$ cat config.mk
export PLATFORM = sky130hd
export DESIGN_NAME = radix_text_converter_flat
export DESIGN_NICKNAME = d
export VERILOG_FILES = /design/src/design/rtc_pkg.sv /design/src/design/rtc_if.sv /design/src/design/radix_text_converter.sv /design/src/flat_wrapper.sv
export SDC_FILE = /design/constraint.sdc
export NUM_CORES = 1
export LEC_CHECK = 0
export BUFFER_PORTS_ARGS = -buffer_cell sky130_fd_sc_hd__buf_4
export CAP_MARGIN = 20
export CELL_PAD_IN_SITES_DETAIL_PLACEMENT = 0
export CELL_PAD_IN_SITES_GLOBAL_PLACEMENT = 1
export CORE_AREA = 4 4 188 373
export CTS_CLUSTER_DIAMETER = 60
export DETAILED_ROUTE_END_ITERATION = 7
export DIE_AREA = 0 0 192 377
export PLACE_DENSITY = 0.52
export SLEW_MARGIN = 20
export SYNTH_ARGS = -nofsm -noshare
export SYNTH_HDL_FRONTEND = slang
export SYNTH_SLANG_ARGS = --single-unit
$ cat constraint.sdc
create_clock -name clk -period 8.4 [get_ports clk]
set_input_delay 0.42 -clock clk [delete_from_list [all_inputs] [get_ports clk]]
set_output_delay 0.42 -clock clk [all_outputs]
set_load 0.01 [all_outputs]
$ cat src/design/rtc_pkg.sv
`timescale 1ns / 1ps
// Package for the radix text converter: sequencer states, ASCII codes,
// register indexes and small helper functions. No dependencies.
package rtc_pkg;

	localparam int CHAR_WIDTH = 8;
	localparam int BASE_WIDTH = 5;
	localparam int DIGIT_WIDTH = 4;

	// Configuration register indexes.
	localparam logic REG_SOURCE_BASE = 1'b0;
	localparam logic REG_DEST_BASE   = 1'b1;

	localparam logic [BASE_WIDTH-1:0] SOURCE_BASE_RESET = 5'd10;
	localparam logic [BASE_WIDTH-1:0] DEST_BASE_RESET   = 5'd16;
	localparam logic [BASE_WIDTH-1:0] BASE_MIN = 5'd2;
	localparam logic [BASE_WIDTH-1:0] BASE_MAX = 5'd16;

	localparam logic [CHAR_WIDTH-1:0] CHAR_MINUS   = 8'h2D;
	localparam logic [CHAR_WIDTH-1:0] CHAR_ZERO    = 8'h30;
	localparam logic [CHAR_WIDTH-1:0] CHAR_NINE    = 8'h39;
	localparam logic [CHAR_WIDTH-1:0] CHAR_UPPER_A = 8'h41;
	localparam logic [CHAR_WIDTH-1:0] CHAR_LOWER_A = 8'h61;
	localparam logic [CHAR_WIDTH-1:0] CHAR_LOWER_Z = 8'h7A;
	localparam logic [CHAR_WIDTH-1:0] CASE_OFFSET  = 8'h20;
	localparam logic [CHAR_WIDTH-1:0] DIGIT_TEN    = 8'd10;

	typedef enum logic [2:0] {
		ST_IDLE,
		ST_ACC,
		ST_PREP,
		ST_SIGN,
		ST_DIV,
		ST_STORE,
		ST_READ,
		ST_EMIT
	} rtc_state_t;

	// Radix values outside 2..16 are pinned to the nearest limit.
	function automatic logic [BASE_WIDTH-1:0] clamp_base(input logic [BASE_WIDTH-1:0] b);
		logic [BASE_WIDTH-1:0] r;
		if (b < BASE_MIN) begin
			r = BASE_MIN;
		end else if (b > BASE_MAX) begin
			r = BASE_MAX;
		end else begin
			r = b;
		end
		return r;
	endfunction

	function automatic logic [CHAR_WIDTH-1:0] glyph(input logic [DIGIT_WIDTH-1:0] d);
		logic [CHAR_WIDTH-1:0] g;
		if (d < 4'd10) begin
			g = CHAR_ZERO + CHAR_WIDTH'(d);
		end else begin
			g = CHAR_UPPER_A + CHAR_WIDTH'(d) - DIGIT_TEN;
		end
		return g;
	endfunction

endpackage

$ cat src/design/rtc_if.sv
`timescale 1ns / 1ps
// Streaming channel interfaces of the radix text converter: the incoming
// character channel and the converted character channel. Uses rtc_pkg.
interface rtc_in_if
	import rtc_pkg::*;
();
	logic valid;
	logic ready;
	logic [CHAR_WIDTH-1:0] in_char;
	logic in_last;

	modport source (output valid, output in_char, output in_last, input ready);
	modport sink (input valid, input in_char, input in_last, output ready);
endinterface

interface rtc_out_if
	import rtc_pkg::*;
();
	logic valid;
	logic ready;
	logic [CHAR_WIDTH-1:0] out_char;
	logic out_last;

	modport source (output valid, output out_char, output out_last, input ready);
	modport sink (input valid, input out_char, input out_last, output ready);
endinterface

$ cat src/design/radix_text_converter.sv
`timescale 1ns / 1ps
// Top level of the radix text converter: character accumulator, shared
// restoring divider, digit memory and output register. Uses rtc_pkg, rtc_if.
//
// The block reads the ASCII text of a signed number, one character per
// transfer on in_stream, most significant first, with in_last on the final
// character. A leading '-' makes the number negative and lower-case letters
// count as upper case. Every other character adds a digit: value becomes
// value * source_base + digit, wrapping at VALUE_WIDTH bits, where a
// character that is not '0'-'9' counts as its code minus 'A' plus 10,
// unchecked. After the final character the value goes out on out_stream as
// ASCII text in dest_base, most significant first, with out_last on the
// final character: zero gives "0", a negative value gets a leading '-' and
// its magnitude is taken as unsigned. Each character goes through a transfer
// step and then a multiply-add step, during which the input is not ready.
// After the final character a prepare step and a sign step settle the sign,
// and each output digit comes from one shared restoring divider that retires
// one quotient bit a cycle in its divide step; a store step writes the digit
// to the digit memory, and a read step and an emit step read it back and
// present it. The input is not ready while a conversion runs. The user must
// write the base registers through cfg_we / cfg_index / cfg_wdata only while
// the block is idle; the block itself does not enforce this. A base outside
// 2..16 acts as the nearest limit.
module radix_text_converter
	import rtc_pkg::*;
#(
	parameter int VALUE_WIDTH = 32
) (
	input  logic                  clk,
	input  logic                  arst_n,
	input  logic                  cfg_we,
	input  logic                  cfg_index,
	input  logic [BASE_WIDTH-1:0] cfg_wdata,
	rtc_in_if.sink                in_stream,
	rtc_out_if.source             out_stream
);

	localparam int W  = VALUE_WIDTH;
	localparam int AW = $clog2(W);
	localparam int CW = $clog2(W + 1);

	rtc_state_t state_q, state_d;

	logic [BASE_WIDTH-1:0] src_base_q, dst_base_q;
	logic [BASE_WIDTH-1:0] src_radix, dst_radix;

	logic [CHAR_WIDTH-1:0] char_q;
	logic                  last_q;
	logic [W-1:0]          acc_q;
	logic                  neg_q;
	logic                  first_q;
	logic [W-1:0]          val_q;
	logic [DIGIT_WIDTH-1:0] rem_q;
	logic [AW-1:0]         bit_cnt_q;
	logic [CW-1:0]         dcnt_q;

	logic [DIGIT_WIDTH-1:0] dmem [W];
	logic [DIGIT_WIDTH-1:0] rd_data_q;
	logic [AW-1:0]          rd_addr;

	logic                  out_valid_q;
	logic [CHAR_WIDTH-1:0] out_char_q;
	logic                  out_last_q;

	// Handshake and control decodes.
	logic in_xfer, out_free;
	logic out_load, clear_num, mem_we;
	logic [CHAR_WIDTH-1:0] out_char_d;
	logic out_last_d;

	// Character decode and multiply-add.
	logic [CHAR_WIDTH-1:0] char_fold;
	logic [CHAR_WIDTH:0]   letter_digit;
	logic [W-1:0]          digit_ext;
	logic [W+BASE_WIDTH-1:0] product;
	logic [W-1:0]          acc_next;
	logic                  is_sign_char;

	// Divider step.
	logic [DIGIT_WIDTH:0]   rem_shift;
	logic                   rem_ge;
	logic [DIGIT_WIDTH-1:0] rem_next;
	logic                   val_zero, val_neg;
	logic [CW-1:0]          dcnt_inc;

	assign src_radix = clamp_base(src_base_q);
	assign dst_radix = clamp_base(dst_base_q);

	assign in_xfer  = in_stream.valid && in_stream.ready;
	assign out_free = !out_valid_q || out_stream.ready;

	always_comb begin
		char_fold = char_q;
		if (char_q >= CHAR_LOWER_A && char_q <= CHAR_LOWER_Z) begin
			char_fold = char_q - CASE_OFFSET;
		end
		// Letter value: code - 'A' + 10, which goes negative for low codes.
		letter_digit = {1'b0, char_fold} - {1'b0, CHAR_UPPER_A - DIGIT_TEN};
		if (char_fold >= CHAR_ZERO && char_fold <= CHAR_NINE) begin
			digit_ext = W'(char_fold - CHAR_ZERO);
		end else begin
			digit_ext = W'($signed(letter_digit));
		end
		product  = acc_q * src_radix;
		acc_next = product[W-1:0] + digit_ext;
	end

	assign is_sign_char = first_q && (char_q == CHAR_MINUS);

	assign rem_shift = {rem_q, val_q[W-1]};
	assign rem_ge    = rem_shift >= dst_radix;
	assign rem_next  = rem_ge ? DIGIT_WIDTH'(rem_shift - dst_radix) : rem_shift[DIGIT_WIDTH-1:0];
	assign val_zero  = (val_q == '0);
	assign val_neg   = val_q[W-1];
	assign dcnt_inc  = dcnt_q + 1'b1;
	assign rd_addr   = AW'(dcnt_q - 1'b1);

	// Next state.
	always_comb begin
		state_d = state_q;
		unique case (state_q)
			ST_IDLE: begin
				if (in_xfer) begin
					state_d = ST_ACC;
				end
			end
			ST_ACC: begin
				state_d = last_q ? ST_PREP : ST_IDLE;
			end
			ST_PREP: begin
				state_d = ST_SIGN;
			end
			ST_SIGN: begin
				if (val_zero) begin
					if (out_free) begin
						state_d = ST_IDLE;
					end
				end else if (!val_neg || out_free) begin
					state_d = ST_DIV;
				end
			end
			ST_DIV: begin
				if (bit_cnt_q == AW'(W - 1)) begin
					state_d = ST_STORE;
				end
			end
			ST_STORE: begin
				state_d = (!val_zero && dcnt_inc < CW'(W)) ? ST_DIV : ST_READ;
			end
			ST_READ: begin
				state_d = ST_EMIT;
			end
			ST_EMIT: begin
				if (out_free) begin
					state_d = (dcnt_q == CW'(1)) ? ST_IDLE : ST_READ;
				end
			end
			default: begin
				state_d = ST_IDLE;
			end
		endcase
	end

	// Control outputs.
	always_comb begin
		in_stream.ready = (state_q == ST_IDLE);
		out_load   = 1'b0;
		clear_num  = 1'b0;
		mem_we     = (state_q == ST_STORE);
		out_char_d = glyph(rd_data_q);
		out_last_d = (dcnt_q == CW'(1));
		unique case (state_q)
			ST_SIGN: begin
				if (val_zero) begin
					out_load   = out_free;
					clear_num  = out_free;
					out_char_d = CHAR_ZERO;
					out_last_d = 1'b1;
				end else if (val_neg) begin
					out_load   = out_free;
					out_char_d = CHAR_MINUS;
					out_last_d = 1'b0;
				end
			end
			ST_EMIT: begin
				out_load  = out_free;
				clear_num = out_free && (dcnt_q == CW'(1));
			end
			default: begin
			end
		endcase
	end

	// Configuration registers.
	always_ff @(posedge clk or negedge arst_n) begin
		if (!arst_n) begin
			src_base_q <= SOURCE_BASE_RESET;
			dst_base_q <= DEST_BASE_RESET;
		end else if (cfg_we) begin
			unique case (cfg_index)
				REG_SOURCE_BASE: src_base_q <= cfg_wdata;
				REG_DEST_BASE:   dst_base_q <= cfg_wdata;
				default: begin
				end
			endcase
		end
	end

	// Sequencer and number state.
	always_ff @(posedge clk or negedge arst_n) begin
		if (!arst_n) begin
			state_q     <= ST_IDLE;
			acc_q       <= '0;
			neg_q       <= 1'b0;
			first_q     <= 1'b1;
			dcnt_q      <= '0;
			out_valid_q <= 1'b0;
		end else begin
			state_q <= state_d;
			if (state_q == ST_ACC) begin
				first_q <= 1'b0;
				if (is_sign_char) begin
					neg_q <= 1'b1;
				end else begin
					acc_q <= acc_next;
				end
			end
			if (clear_num) begin
				dcnt_q <= '0;
			end else if (state_q == ST_STORE) begin
				dcnt_q <= dcnt_inc;
			end else if (state_q == ST_EMIT && out_free) begin
				dcnt_q <= dcnt_q - 1'b1;
			end
			if (clear_num) begin
				acc_q   <= '0;
				neg_q   <= 1'b0;
				first_q <= 1'b1;
			end
			if (out_load) begin
				out_valid_q <= 1'b1;
			end else if (out_stream.ready) begin
				out_valid_q <= 1'b0;
			end
		end
	end

	// Payload registers: input character, divider, output character.
	always_ff @(posedge clk) begin
		if (in_xfer) begin
			char_q <= in_stream.in_char;
			last_q <= in_stream.in_last;
		end
		unique case (state_q)
			ST_PREP: begin
				val_q <= neg_q ? W'(0) - acc_q : acc_q;
			end
			ST_SIGN: begin
				// The magnitude is taken only when the '-' is handed to the
				// output register, so a stalled sink leaves the value alone.
				if (val_neg && out_free) begin
					val_q <= W'(0) - val_q;
				end
				rem_q     <= '0;
				bit_cnt_q <= '0;
			end
			ST_DIV: begin
				val_q     <= {val_q[W-2:0], rem_ge};
				rem_q     <= rem_next;
				bit_cnt_q <= bit_cnt_q + 1'b1;
			end
			ST_STORE: begin
				rem_q     <= '0;
				bit_cnt_q <= '0;
			end
			default: begin
			end
		endcase
		if (out_load) begin
			out_char_q <= out_char_d;
			out_last_q <= out_last_d;
		end
	end

	// Digit memory: remainders go in least significant first and are read
	// back from the top down.
	always_ff @(posedge clk) begin
		if (mem_we) begin
			dmem[dcnt_q[AW-1:0]] <= rem_q;
		end
		rd_data_q <= dmem[rd_addr];
	end

	assign out_stream.valid    = out_valid_q;
	assign out_stream.out_char = out_char_q;
	assign out_stream.out_last = out_last_q;

	a_rem_below_radix: assert property (@(posedge clk) disable iff (!arst_n)
		state_q == ST_DIV |-> {1'b0, rem_q} < dst_radix)
		else $error("divider remainder not below the radix");

	a_dcnt_bound: assert property (@(posedge clk) disable iff (!arst_n)
		dcnt_q <= CW'(W))
		else $error("digit count exceeds the value width");

	a_clear_after_last: assert property (@(posedge clk) disable iff (!arst_n)
		out_load && out_last_d |=> acc_q == '0 && first_q && state_q == ST_IDLE)
		else $error("number state not cleared after the final character");

	a_accept_to_acc: assert property (@(posedge clk) disable iff (!arst_n)
		in_xfer |=> state_q == ST_ACC)
		else $error("accepted character not taken to the accumulate step");

endmodule
$ cat src/flat_wrapper.sv
// flat-port wrapper written by rule: the top's interface ports become plain ports
module radix_text_converter_flat import rtc_pkg::*;
#(
	parameter int VALUE_WIDTH = 32
)
  (clk, arst_n, cfg_we, cfg_index, cfg_wdata, in_stream_valid, in_stream_in_char, in_stream_in_last, in_stream_ready, out_stream_valid, out_stream_out_char, out_stream_out_last, out_stream_ready);
  rtc_in_if in_stream_i ();
  rtc_out_if out_stream_i ();
  input  logic clk;
  input  logic arst_n;
  input  logic cfg_we;
  input  logic cfg_index;
  input  logic [BASE_WIDTH-1:0] cfg_wdata;
  input wire logic [$bits(in_stream_i.valid)-1:0] in_stream_valid;
  input wire logic [$bits(in_stream_i.in_char)-1:0] in_stream_in_char;
  input wire logic [$bits(in_stream_i.in_last)-1:0] in_stream_in_last;
  output wire logic [$bits(in_stream_i.ready)-1:0] in_stream_ready;
  output wire logic [$bits(out_stream_i.valid)-1:0] out_stream_valid;
  output wire logic [$bits(out_stream_i.out_char)-1:0] out_stream_out_char;
  output wire logic [$bits(out_stream_i.out_last)-1:0] out_stream_out_last;
  input wire logic [$bits(out_stream_i.ready)-1:0] out_stream_ready;
  assign in_stream_i.valid = in_stream_valid;
  assign in_stream_i.in_char = in_stream_in_char;
  assign in_stream_i.in_last = in_stream_in_last;
  assign in_stream_ready = in_stream_i.ready;
  assign out_stream_valid = out_stream_i.valid;
  assign out_stream_out_char = out_stream_i.out_char;
  assign out_stream_out_last = out_stream_i.out_last;
  assign out_stream_i.ready = out_stream_ready;
  radix_text_converter #(.VALUE_WIDTH(VALUE_WIDTH)) u_core (.clk(clk), .arst_n(arst_n), .cfg_we(cfg_we), .cfg_index(cfg_index), .cfg_wdata(cfg_wdata), .in_stream(in_stream_i), .out_stream(out_stream_i));
endmodule
Word level (Yosys, flattened, before mapping):

Memory sizes are Yosys's and may differ from the RTL's. A register that Yosys moved wholly into a read port is not among the register bits.
Cells that the tools add are included.

* bits in registers: 113
* RAM bits: 128
* output and inout bits: 11
* word-level logic and storage cells: 136
* memories: 1

* add/sub/neg operators: 13
* $mul: 1
* magnitude comparators: 11
* eq/ne operators: 17
* mux-type cells: 49
* bitwise gates (word level): 1
* reductions and logical operators: 28

Memories
* u_core.dmem: depth 32, width 4, rd ports 1, clocked after memory_dff 1, wr ports 1, line radix_text_converter.sv:57 `logic [DIGIT_WIDTH-1:0] dmem [W];`

Operators by type and width (number)
* 32-bit 2-to-1 mux: 6
* 32-bit case mux with 3 select lines: 1
* 1-bit by 32-bit subtractor with 32-bit output, first input constant: 2
* 8-bit 2-to-1 mux: 5
* 32-bit adder: 1
* 32-bit logical NOT: 1
* 32-bit by 5-bit multiplier with 32-bit output: 1
* 3-bit case mux with 8 select lines: 1
* 3-bit 2-to-1 mux: 7
* 5-bit 2-to-1 mux: 4
* 6-bit 2-to-1 mux: 3
* 8-bit by 6-bit subtractor with 9-bit output, second input constant: 2
* 1-bit 2-to-1 mux: 15
* 3-bit == test, second input constant: 4
* 5-bit > comparator, second input constant: 2
* 5-bit by 2-bit < comparator with 1-bit output, second input constant: 2
* 5-bit case mux with 2 select lines: 1
* 2-bit AND reduction: 5
* 7-bit by 4-bit adder with 8-bit output, first input constant: 1
* 8-bit by 6-bit == test with 1-bit output, second input constant: 1
* 8-bit by 6-bit greater-or-equal comparator with 1-bit output, second input constant: 1
* 8-bit by 7-bit greater-or-equal comparator with 1-bit output, second input constant: 1
* 8-bit by 6-bit <= comparator with 1-bit output, second input constant: 1
* 8-bit by 7-bit <= comparator with 1-bit output, second input constant: 1
* other kinds (31): 51

Longest topological paths before layout:

Gate-level depths: netlist of the first run.

* word-level depth: 10
* mapped depth: 25
* mapped depth without buffers: 25

Worst setup path after synthesis of the first run:

No wires, ideal clock.

* path type: reg2reg
* from: register u_core.char_q[0]
* to: register u_core.acc_q[25]
* data arrival time: 6211 ps
* data required time: 8278 ps
* setup slack: 2068 ps
* cell stages (with the launch flop): 21
* buffers on the path: 0
* clock period less this slack: 6332 ps
* cells stage by stage: edfxtp_1 > ha_1 > nand2b_1 > nor4_1 > nor3_1 > nor2_1 > ha_1 > a21o_1 > fa_1 > fa_1 > fa_1 > inv_1 > ha_1 > o21ai_0 > nor4_1 > o211ai_1 > a31oi_1 > o21ai_0 > a211oi_1 > o21ai_0 > a32o_1

* longest elaborated chain between the ends: 10

RTL lines
* from (decl): line radix_text_converter.sv:47 `logic [CHAR_WIDTH-1:0] char_q;`
* from (signal assigned): line radix_text_converter.sv:251 `char_q <= in_stream.in_char;`
* 8-bit by 7-bit greater-or-equal comparator with 1-bit output or 8-bit by 7-bit <= comparator with 1-bit output (tied branches): line radix_text_converter.sv:94 `if (char_q >= CHAR_LOWER_A && char_q <= CHAR_LOWER_Z) begin`
* 1-bit logical AND: line radix_text_converter.sv:94
* 8-bit 2-to-1 mux: line radix_text_converter.sv:94
* 8-bit by 6-bit greater-or-equal comparator with 1-bit output or 8-bit by 6-bit <= comparator with 1-bit output (tied branches): line radix_text_converter.sv:99 `if (char_fold >= CHAR_ZERO && char_fold <= CHAR_NINE) begin`
* 1-bit logical AND: line radix_text_converter.sv:99
* 32-bit 2-to-1 mux: line radix_text_converter.sv:99
* 32-bit adder: line radix_text_converter.sv:105 `acc_next = product[W-1:0] + digit_ext;`
* 32-bit 2-to-1 mux: line radix_text_converter.sv:222 `if (is_sign_char) begin`
* 32-bit 2-to-1 mux: line radix_text_converter.sv:220 `if (state_q == ST_ACC) begin`
* 32-bit 2-to-1 mux: line radix_text_converter.sv:235 `if (clear_num) begin`
* to (signal assigned): line radix_text_converter.sv:225 `acc_q <= acc_next;`
* to (decl): line radix_text_converter.sv:49 `logic [W-1:0] acc_q;`

Several ways; a longest one is shown, not always the timed one. The select of a mux whose other input is x is not followed.
A chain may end at the register's enable or synchronous reset.

Worst setup path in the final report of the first run:

* from: register u_core.char_q[1]
* to: register u_core.acc_q[25]

Same word-level chain as after synthesis.

==> impl_results.md, run 1 <==
- DR iter-0 viols: about 630
- R2r setup slk: 1.64 ns
- Critical Path End Type: flip-flop
- Unique cell type count in the Yosys netlist: 82
- Nets: 1703
- Worst EP arrival: 7.20 ns
- Fill cells: 7001
- Asr flop ratio synth: between 20 and 25%
- Later-pin clock latency in the skew report: 0.59 ns
- # DRC: 0
- Slew @ Worst Pin: 0.886 ns
- Reg area: 7020 sq um
- Critical Path RT: 8.84 ns
- Clock Path Buffers: 3
- M2 GR Usage: 19.6%
- Initial antenna violation count: 0
- Setup tns final: 0 ns
- Inst Count DP: 2369
- FF+latch count, synth: 244
- Post-synth EDFFs: 186
- Horiz. Die Dim: between 150 and 200 um
- Crit Path Class: flip-flop to flip-flop
- Core Area: 67400 sq um
- Setup Skew: ~0.045 ns
- Most used DFF post-synth: edfxtp_1
- Grt peak-use layer: met2
- Setup bufs post-CTS: 0
- Shortest period the worst path allows: 6.76 ns
- Yosys top cell area share: around a third
- Sequential element share of the synthesized area: 42.0%
- Startpoint class of the critical path: flip-flop
- Drt total wl: 43.3 mm
- MaxCap Viol Count: 0
- DP HPWL: between 30 and 40 mm
- Worst Hold Class: input pin to flip-flop
- Vias post-DR: 11400
- Layout cells sized above 1: 12.1%
- Final Hold Vio Count: 0
- GRT Total Usage: between 10% and 20%
- VDD IR max: 0.190 mV
- Crit path max fanout: 6
- N_diodes: 0
- Final Non-Filler Cells: 2424
- Area growth, synth to finish: 13.0%
- Clock slew at reported path FFs: 0.05 ns
- Port Buf Inserts: 29
- Largest net degree at the start of global routing: 55
- RSZ-0062 raised after global routing: no
- Syn Inst Count: 1517
- 1st-pass router iterations: 5
- Worst R2R Start: u_core.char_q[1]
- Yosys warning total: 0
- Die area: 72400 sq um
- Top-Level Pins: 31
- CTS tree: yes
- DR WL/cell: 17.9 um
- CTS H-Tree Depth: 1
- Num CTS Buffers: 28
- Worst setup path end: u_core.acc_q[25]
- Post-Syn Nets: roughly 1700
- Row cnt: 135
- R2R Path End: u_core.acc_q[25]
- Most area-consuming cells after synthesis: edfxtp_1 (33%), fa_1 (14%), dfrtp_1 (7.5%)
- Vias per cell: between 4 and 5
- Post-synth top area cell: edfxtp_1
- Slew headroom: 40.5%
- CTS root buffer: clkbuf_16
- Pwr dens: 387 nW/um^2
- GP Congestion: 0.756
- Avg Cell Area, Syn: 11.0 sq um
- Met1 Usage GRT: 17.6%
- Mapped Area: 16700 sq um
- Sink Count: ~240
- Run status: completed
- Vert. Die Dim: 377 um
- Post-DRT Antenna Nets: 0
- Crit path from: u_core.char_q[1]
- Pleak: 6.89 nW
- Max Transition Viols Final: 0
- Final period util: 80.5%
- Initial Util: 24.8%
- Final number of setup-violating endpoints: 0
- Vias in the first global route: 12000
- Maximum clock frequency: between 100 and 150 MHz
- Total congestion overflow: 0
- Multi-input combinational cell area: 9060 sq um
- First-pass GRT wire length: roughly 70 mm
- Met3 track demand over resource: 1.25%
- Reg2reg path depth: 24
==> Yosys cell counts (all sizes together), types with 5 or more instances <==
library cell  count
nand2           231
edfxtp          186
fa              114
nor2            102
o21ai            96
inv              92
clkbuf           69
ha               57
xor2             53
dfrtp            50
a21oi            41
mux4             40
xnor2            39
nand3            31
nor3             30
a22oi            21
buf              18
a21o             17
nand2b           15
mux2             14
a31oi            12
o31ai            12
or3              12
nor2b            11
nor4             11
a211oi           10
and3             10
nand3b            9
and2              8
o221ai            8
o41ai             7
mux2i             6
nor3b             6
o22ai             6
a32oi             5
==> how the worst min path moves through the flow <==
stage	from	to	slack, ns	cells after the start
floorplan	arst_n	u_core.acc_q[0]	0.12	0
global placement	u_core.first_q	u_core.first_q	0.47	2
detailed placement	u_core.first_q	u_core.first_q	0.48	2
CTS	in_stream_in_char[4]	u_core.char_q[4]	0.009	1
global route	in_stream_in_char[5]	u_core.char_q[5]	0.02	1
finish	in_stream_in_char[2]	u_core.char_q[2]	0.04	1
==> routing by layer <==
metal  part of all wire, %  routed length (um)
met1                    48               20800
met2                    47               20300
met3                   2.9                1280
met4                   2.1                 896
met5                     0                   0
==> flip-flops by register name, summed over array words and instances, names as in the netlist <==
signal	cells
u_core.dmem	128
u_core.acc_q	32
u_core.val_q	32
u_core.char_q	8
u_core.out_stream.out_char	7
u_core.dcnt_q	6
u_core.bit_cnt_q	5
u_core.dst_base_q	5
u_core.src_base_q	5
u_core.rd_data_q	4
u_core.rem_q	4
u_core.state_q	3
u_core.first_q	1
u_core.last_q	1
u_core.neg_q	1
u_core.out_stream.out_last	1
u_core.out_stream.valid	1
==> cell families after synthesis <==
group / Yosys count / synth area share, %
AOI/OAI and AO/OA: 270 / 10.5
xor gates and xnor gates: 92 / 4.82
adders and majority gates: 171 / 17.9
buffers and inverters: 179 / 4.13
DFF: 244 / 42.0
muxes: 60 / 6.68
other: 1 / 0.0224
and+or+nand+nor: 500 / 14.0
==> critical path, stage by stage (launching register included) <==
cell      delay [ns]
edfxtp_1        0.40
inv_1           0.10
ha_1            0.21
nand2b_1        0.15
nor4_1          0.36
nor3_1          0.10
nor2_1          0.27
ha_1            0.28
a311o_1         0.30
o21ai_0         0.12
a32oi_1         0.20
xnor2_1         0.16
fa_1            0.46
fa_1            0.41
fa_1            0.51
inv_1           0.04
ha_1            0.31
o21ai_0         0.18
nor4_1          0.67
o211ai_1        0.26
a31oi_1         0.35
o21ai_0         0.18
a211oi_1        0.25
o21ai_0         0.11
a32o_1          0.26
==> report_power, final <==
| group | internal (W) | total, W | leakage, nW | switching (W) |
|---|---|---|---|---|
| clock network | 0.000717 | 0.00127 | 0.450 | 0.000550 |
| registers | 0.00151 | 0.00169 | 2.26 | 0.000184 |
| logic | 0.00190 | 0.00437 | 4.18 | 0.00247 |
| total | 0.00413 | 0.00733 | 6.89 | 0.00320 |
==> cell usage in the layout, fill, tap and decap left out, types with 11 or more instances in the layout <==
cell | Yosys | final
mux4_2 | 40 | 40
a22oi_1 | 21 | 21
nand2_1 | 231 | 230
o31ai_1 | 11 | 11
fa_1 | 114 | 114
xor2_1 | 53 | 53
o21ai_0 | 92 | 91
nand3_1 | 30 | 30
a21oi_1 | 41 | 41
nand2b_1 | 14 | 14
inv_1 | 92 | 92
xnor2_1 | 39 | 39
nor3_1 | 30 | 29
a31oi_1 | 12 | 12
clkbuf_16 | 0 | 28
mux2_2 | 14 | 14
buf_4 | 1 | 49
ha_1 | 57 | 56
a21o_1 | 17 | 16
or3_1 | 11 | 11
dfrtp_1 | 50 | 49
nor2_1 | 101 | 100
edfxtp_1 | 186 | 186
==> what timing repair did <==
| action | CTS | global route |
|---|---|---|
| hold endpoints to repair | 51 | 0 |
| resized for setup | 0 | 0 |
| hold buffers | 2 | 0 |
==> area by class of cell <==
| cell class | count | share of cell area (%) |
|---|---|---|
| Multi-Input combinational cell | 1094 | 47.9 |
| Tap cell | 890 | 5.89 |
| Clock buffer | 31 | 3.76 |
| Inverter | 92 | 1.83 |
| Sequential cell | 244 | 37.1 |
| Timing Repair Buffer | 52 | 2.20 |
| Clock inverter | 21 | 1.32 |
==> through the flow <==
stage / area, sq um / setup WS (ns) / hold WS [ns] / util, % / total power, W
6_report: 18900 / 1.64 / 0.0415 / 28.1 / 0.00733
5_1_grt: 18900 / 1.08 / 0.0197 / 28.1 / 0.00808
3_5_place_dp: 17900 / 1.60 / 0.476 / 26.6 / 0.00613
2_1_floorplan: 16700 / 2.07 / 0.124 / - / 0.00502
3_3_place_gp: 17900 / 1.72 / 0.472 / 26.6 / 0.00617
4_1_cts: 18900 / 1.58 / 0.00890 / 28.0 / 0.00746
No activity file was read; power rests on OpenSTA's default activity.
==> inputs of run 2 (changes only) <==
clock period = 7 ns   (was 8.4 ns; I/O delays follow)
==> run 2 against run 1 <==
Effect of this change:
- worst setup slack worse by 1.0 ns
- die area unchanged
- count of clock-buffer cells in the layout up 2
- utilization up 0.37 points
- register-to-register slack worse by 1.0 ns
- non-clock buffer count up 16
- clock skew down 0.033 ns
- cell area up 1.3%
- cell count up 0.91%
- routed wire length up 0.56%
- critical path type unchanged
- largest cell class unchanged
==> impl_results.md, run 2 (same netlist as run 1, synthesis figures left out) <==
- Flop pwr share: 22.8% (-0.3 points)
- Vias per cell: 4.64 (-1.1%)
- Post-DRT Antenna Nets: 0 (unchanged)
- Initial antenna violation count: 2 (+2)
- Final number of setup-violating endpoints: 0 (unchanged)
- Layout cells sized above 1: 12.9% (+0.79 points)
- Max reg flops: 128 (unchanged)
- CP top delay family: adder cells
- Num CTS Buffers: 31 (+11%)
- Vias post-DR: 11400 (-0.18%)
- Die area: 72400 sq um (unchanged)
- 1st-pass router iterations: 5 (unchanged)
- N_diodes: 0 (unchanged)
- Shortest period the worst path allows: 6.40 ns (-0.359 ns)
- Row cnt: 135 (unchanged)
- Clock Path Buffers: 3 (unchanged)
- Horiz. Die Dim: 192 um (unchanged)
- Worst path slowest cell: fa_1
- Commonest non-fill, non-tap cell in the layout: nand2_1
- Core Area: 67400 sq um (unchanged)
- Setup bufs post-CTS: 0 (unchanged)
- Drt total wl: 43.6 mm (+0.56%)
- Max Transition Viols Final: 0 (unchanged)
- # DRC: 0 (unchanged)
- Dpl ws: 0.320 ns (-1.28 ns)
- Sink Count: 244 (unchanged)
- Startpoint class of the critical path: flip-flop
- Slew @ Worst Pin: 1.01 ns (+0.129 ns)
- Setup tns final: 0 ns (unchanged)
- DP HPWL: 31.0 mm (-0.19%)
- Final Hold Vio Count: 0 (unchanged)
- Vert. Die Dim: 377 um (unchanged)
- Worst hold path startpoint: out_stream_ready
- Commonest cells after routing, fill and taps aside: nand2_1 (231), edfxtp_1 (186), fa_1 (114)
- Initial Util: 24.8% (unchanged)
- Crit path buffers/inverters: 1 (-1)
- Setup Skew: 0.0121 ns (-0.0326 ns)
- MaxCap Viol Count: 0 (unchanged)
- CTS root buffer: clkbuf_16
- DR WL/cell: 17.8 um (-0.34%)
- RSZ-0062 raised after global routing: no
- Net Sw Power: 0.00391 W (+22%)
- GP Congestion: 0.742 (-1.9%)
- Crit path max fanout: 6 (unchanged)
- CTS tree: yes
- Final period util: 91.5% (+11 points)
- Vias in the first global route: 12100 (+1.3%)
- Fill cells: 6993 (-0.11%)
- Later-pin clock latency in the skew report: 0.59 ns (about the same)
- Combinational share of power: 58.9% (-0.7 points)
- Top-Level Pins: 31 (unchanged)
- Port Buf Inserts: 29 (unchanged)
- Maximum clock frequency: 156 MHz (+5.6%)
- Internal power: 0.00503 W (+22%)
- Clock slew at reported path FFs: 0.06 ns (about the same)
- Critical Path End Type: flip-flop
- Largest net degree at the start of global routing: 45 (-18%)
- Worst R2R Start: u_core.char_q[0]
- Pleak: 7.01 nW (+1.8%)
- Reg area: 7020 sq um (unchanged)
- Run status: completed
- Post-route setup slack: 0.598 ns (-1.04 ns)
- Crit Path Class: flip-flop to flip-flop
- DR iter-0 viols: 686 (+9.2%)
- GRT Total Usage: 12.3% (+0.12 points)
- Final Util: 28.4% (+0.37 points)
- Critical path cell sequence: ha_1 -> nand2b_1 -> nor4_1 -> nor3_1 -> nor2_1 -> ha_1 -> a311o_1 -> o21ai_0 -> a32oi_1 -> xnor2_1 -> fa_1 -> fa_1 -> fa_1 -> inv_1 -> ha_1 -> o21ai_1 -> nor4_2 -> o211ai_1 -> a31oi_2 -> o21ai_0 -> a21boi_0 -> or3_1 -> a32o_1
- First-pass GRT wire length: 70.7 mm (+0.80%)
- Multi-input combinational cell area: 9060 sq um (about the same)
- Clk pwr share: 18.3% (+1.0 points)
- Pwr dens: 466 nW/um^2 (+20%)
- Max stage delay on crit path: 0.51 ns (-0.16 ns)
- CTS H-Tree Depth: 1 (unchanged)
- VDD IR max: 0.226 mV (+19%)
- Worst EP arrival: 6.87 ns (-0.33 ns)
- Area growth, synth to finish: 14.5%
- Slew headroom: 31.8% (-8.7 points)
- Nets: 1722 (+1.1%)
- Total congestion overflow: 0 (unchanged)
- Worst Hold Class: input pin to flip-flop
- Sw Share: 43.8% (+0.11 points)
- Critical Path RT: 7.47 ns (-1.37 ns)
- Crit path from: u_core.char_q[0]
## run 2: changes by cell type in the layout (fill, tap and decap cells not counted), moves of 2 or more
cell / previous run / this run
buf_4: 49 / 51
clkbuf_1: 3 / 1
clkbuf_16: 28 / 31
clkinv_1: 2 / 0
dlygate4sd3_1: 2 / 15
inv_6: 0 / 8
nor2b_2: 0 / 2
nor2b_4: 2 / 0
## run 2: worst reg2reg max path, stage by stage, from the launching register on
cell and delay, ns:
edfxtp_1 0.46, ha_1 0.26, nand2b_1 0.14, nor4_1 0.34
nor3_1 0.10, nor2_1 0.26, ha_1 0.28, a311o_1 0.31
o21ai_0 0.12, a32oi_1 0.20, xnor2_1 0.17, fa_1 0.45
fa_1 0.40, fa_1 0.51, inv_1 0.05, ha_1 0.33
o21ai_1 0.33, nor4_2 0.13, o211ai_1 0.33, a31oi_2 0.17
o21ai_0 0.25, a21boi_0 0.15, or3_1 0.32, a32o_1 0.25
## run 2: metrics by stage
step | cell area (sq um) | total power (W) | std cells | hold slack (ns)
5_1_grt | 19200 | 0.00980 | 2446 | 0.130
4_1_cts | 19100 | 0.00906 | 2445 | 0.0957
3_3_place_gp | 17900 | 0.00739 | 2372 | 0.217
2_1_floorplan | 16700 | 0.00603 | 1517 | 0.0544
6_report | 19200 | 0.00894 | 2446 | 0.141
3_5_place_dp | 17900 | 0.00734 | 2372 | 0.218
## run 2: path summary, 6_finish.rpt
check | to | depth (start not counted) | slack, ns
min in group asynchronous | u_core.acc_q[11] | 2 | 0.15
max in group asynchronous | u_core.dcnt_q[0] | 3 | 5.90
worst min register to register | u_core.first_q | 2 | 0.49
worst max-delay path | u_core.acc_q[21] | 23 | 0.60
worst min-delay path | u_core.out_stream.valid | 3 | 0.14
worst max register to register | u_core.acc_q[21] | 23 | 0.60
## run 2: timing repair
item,4_1_cts,5_1_grt
hold buffers,15,0
gates resized for setup,0,4
setup endpoints to repair,0,2
hold endpoints to repair,29,0
## run 2: layer usage
layer	global-route usage (%)	part of all wire (%)
met1	17.9	48
met4	2.79	1.8
met2	19.7	47
met5	0	0
met3	1.25	3.7
## run 2: power by group through the flow
stage	sequential [W]	clock, W	combinational [W]
2_1_floorplan	0.00196	0	0.00407
3_3_place_gp	0.00208	0	0.00531
3_5_place_dp	0.00208	0	0.00526
4_1_cts	0.00205	0.00169	0.00532
5_1_grt	0.00206	0.00175	0.00599
6_report	0.00204	0.00163	0.00526
## run 2: layout make-up
class                      instances  share of cell area [%]
multi-input combinational       1094                    47.3
sequential                       244                    36.6
tap                              890                    5.81
clock buffer                      33                    4.14
timing repair buffer              68                    2.96
inverter                          92                    1.80
clock inverter                    25                    1.35
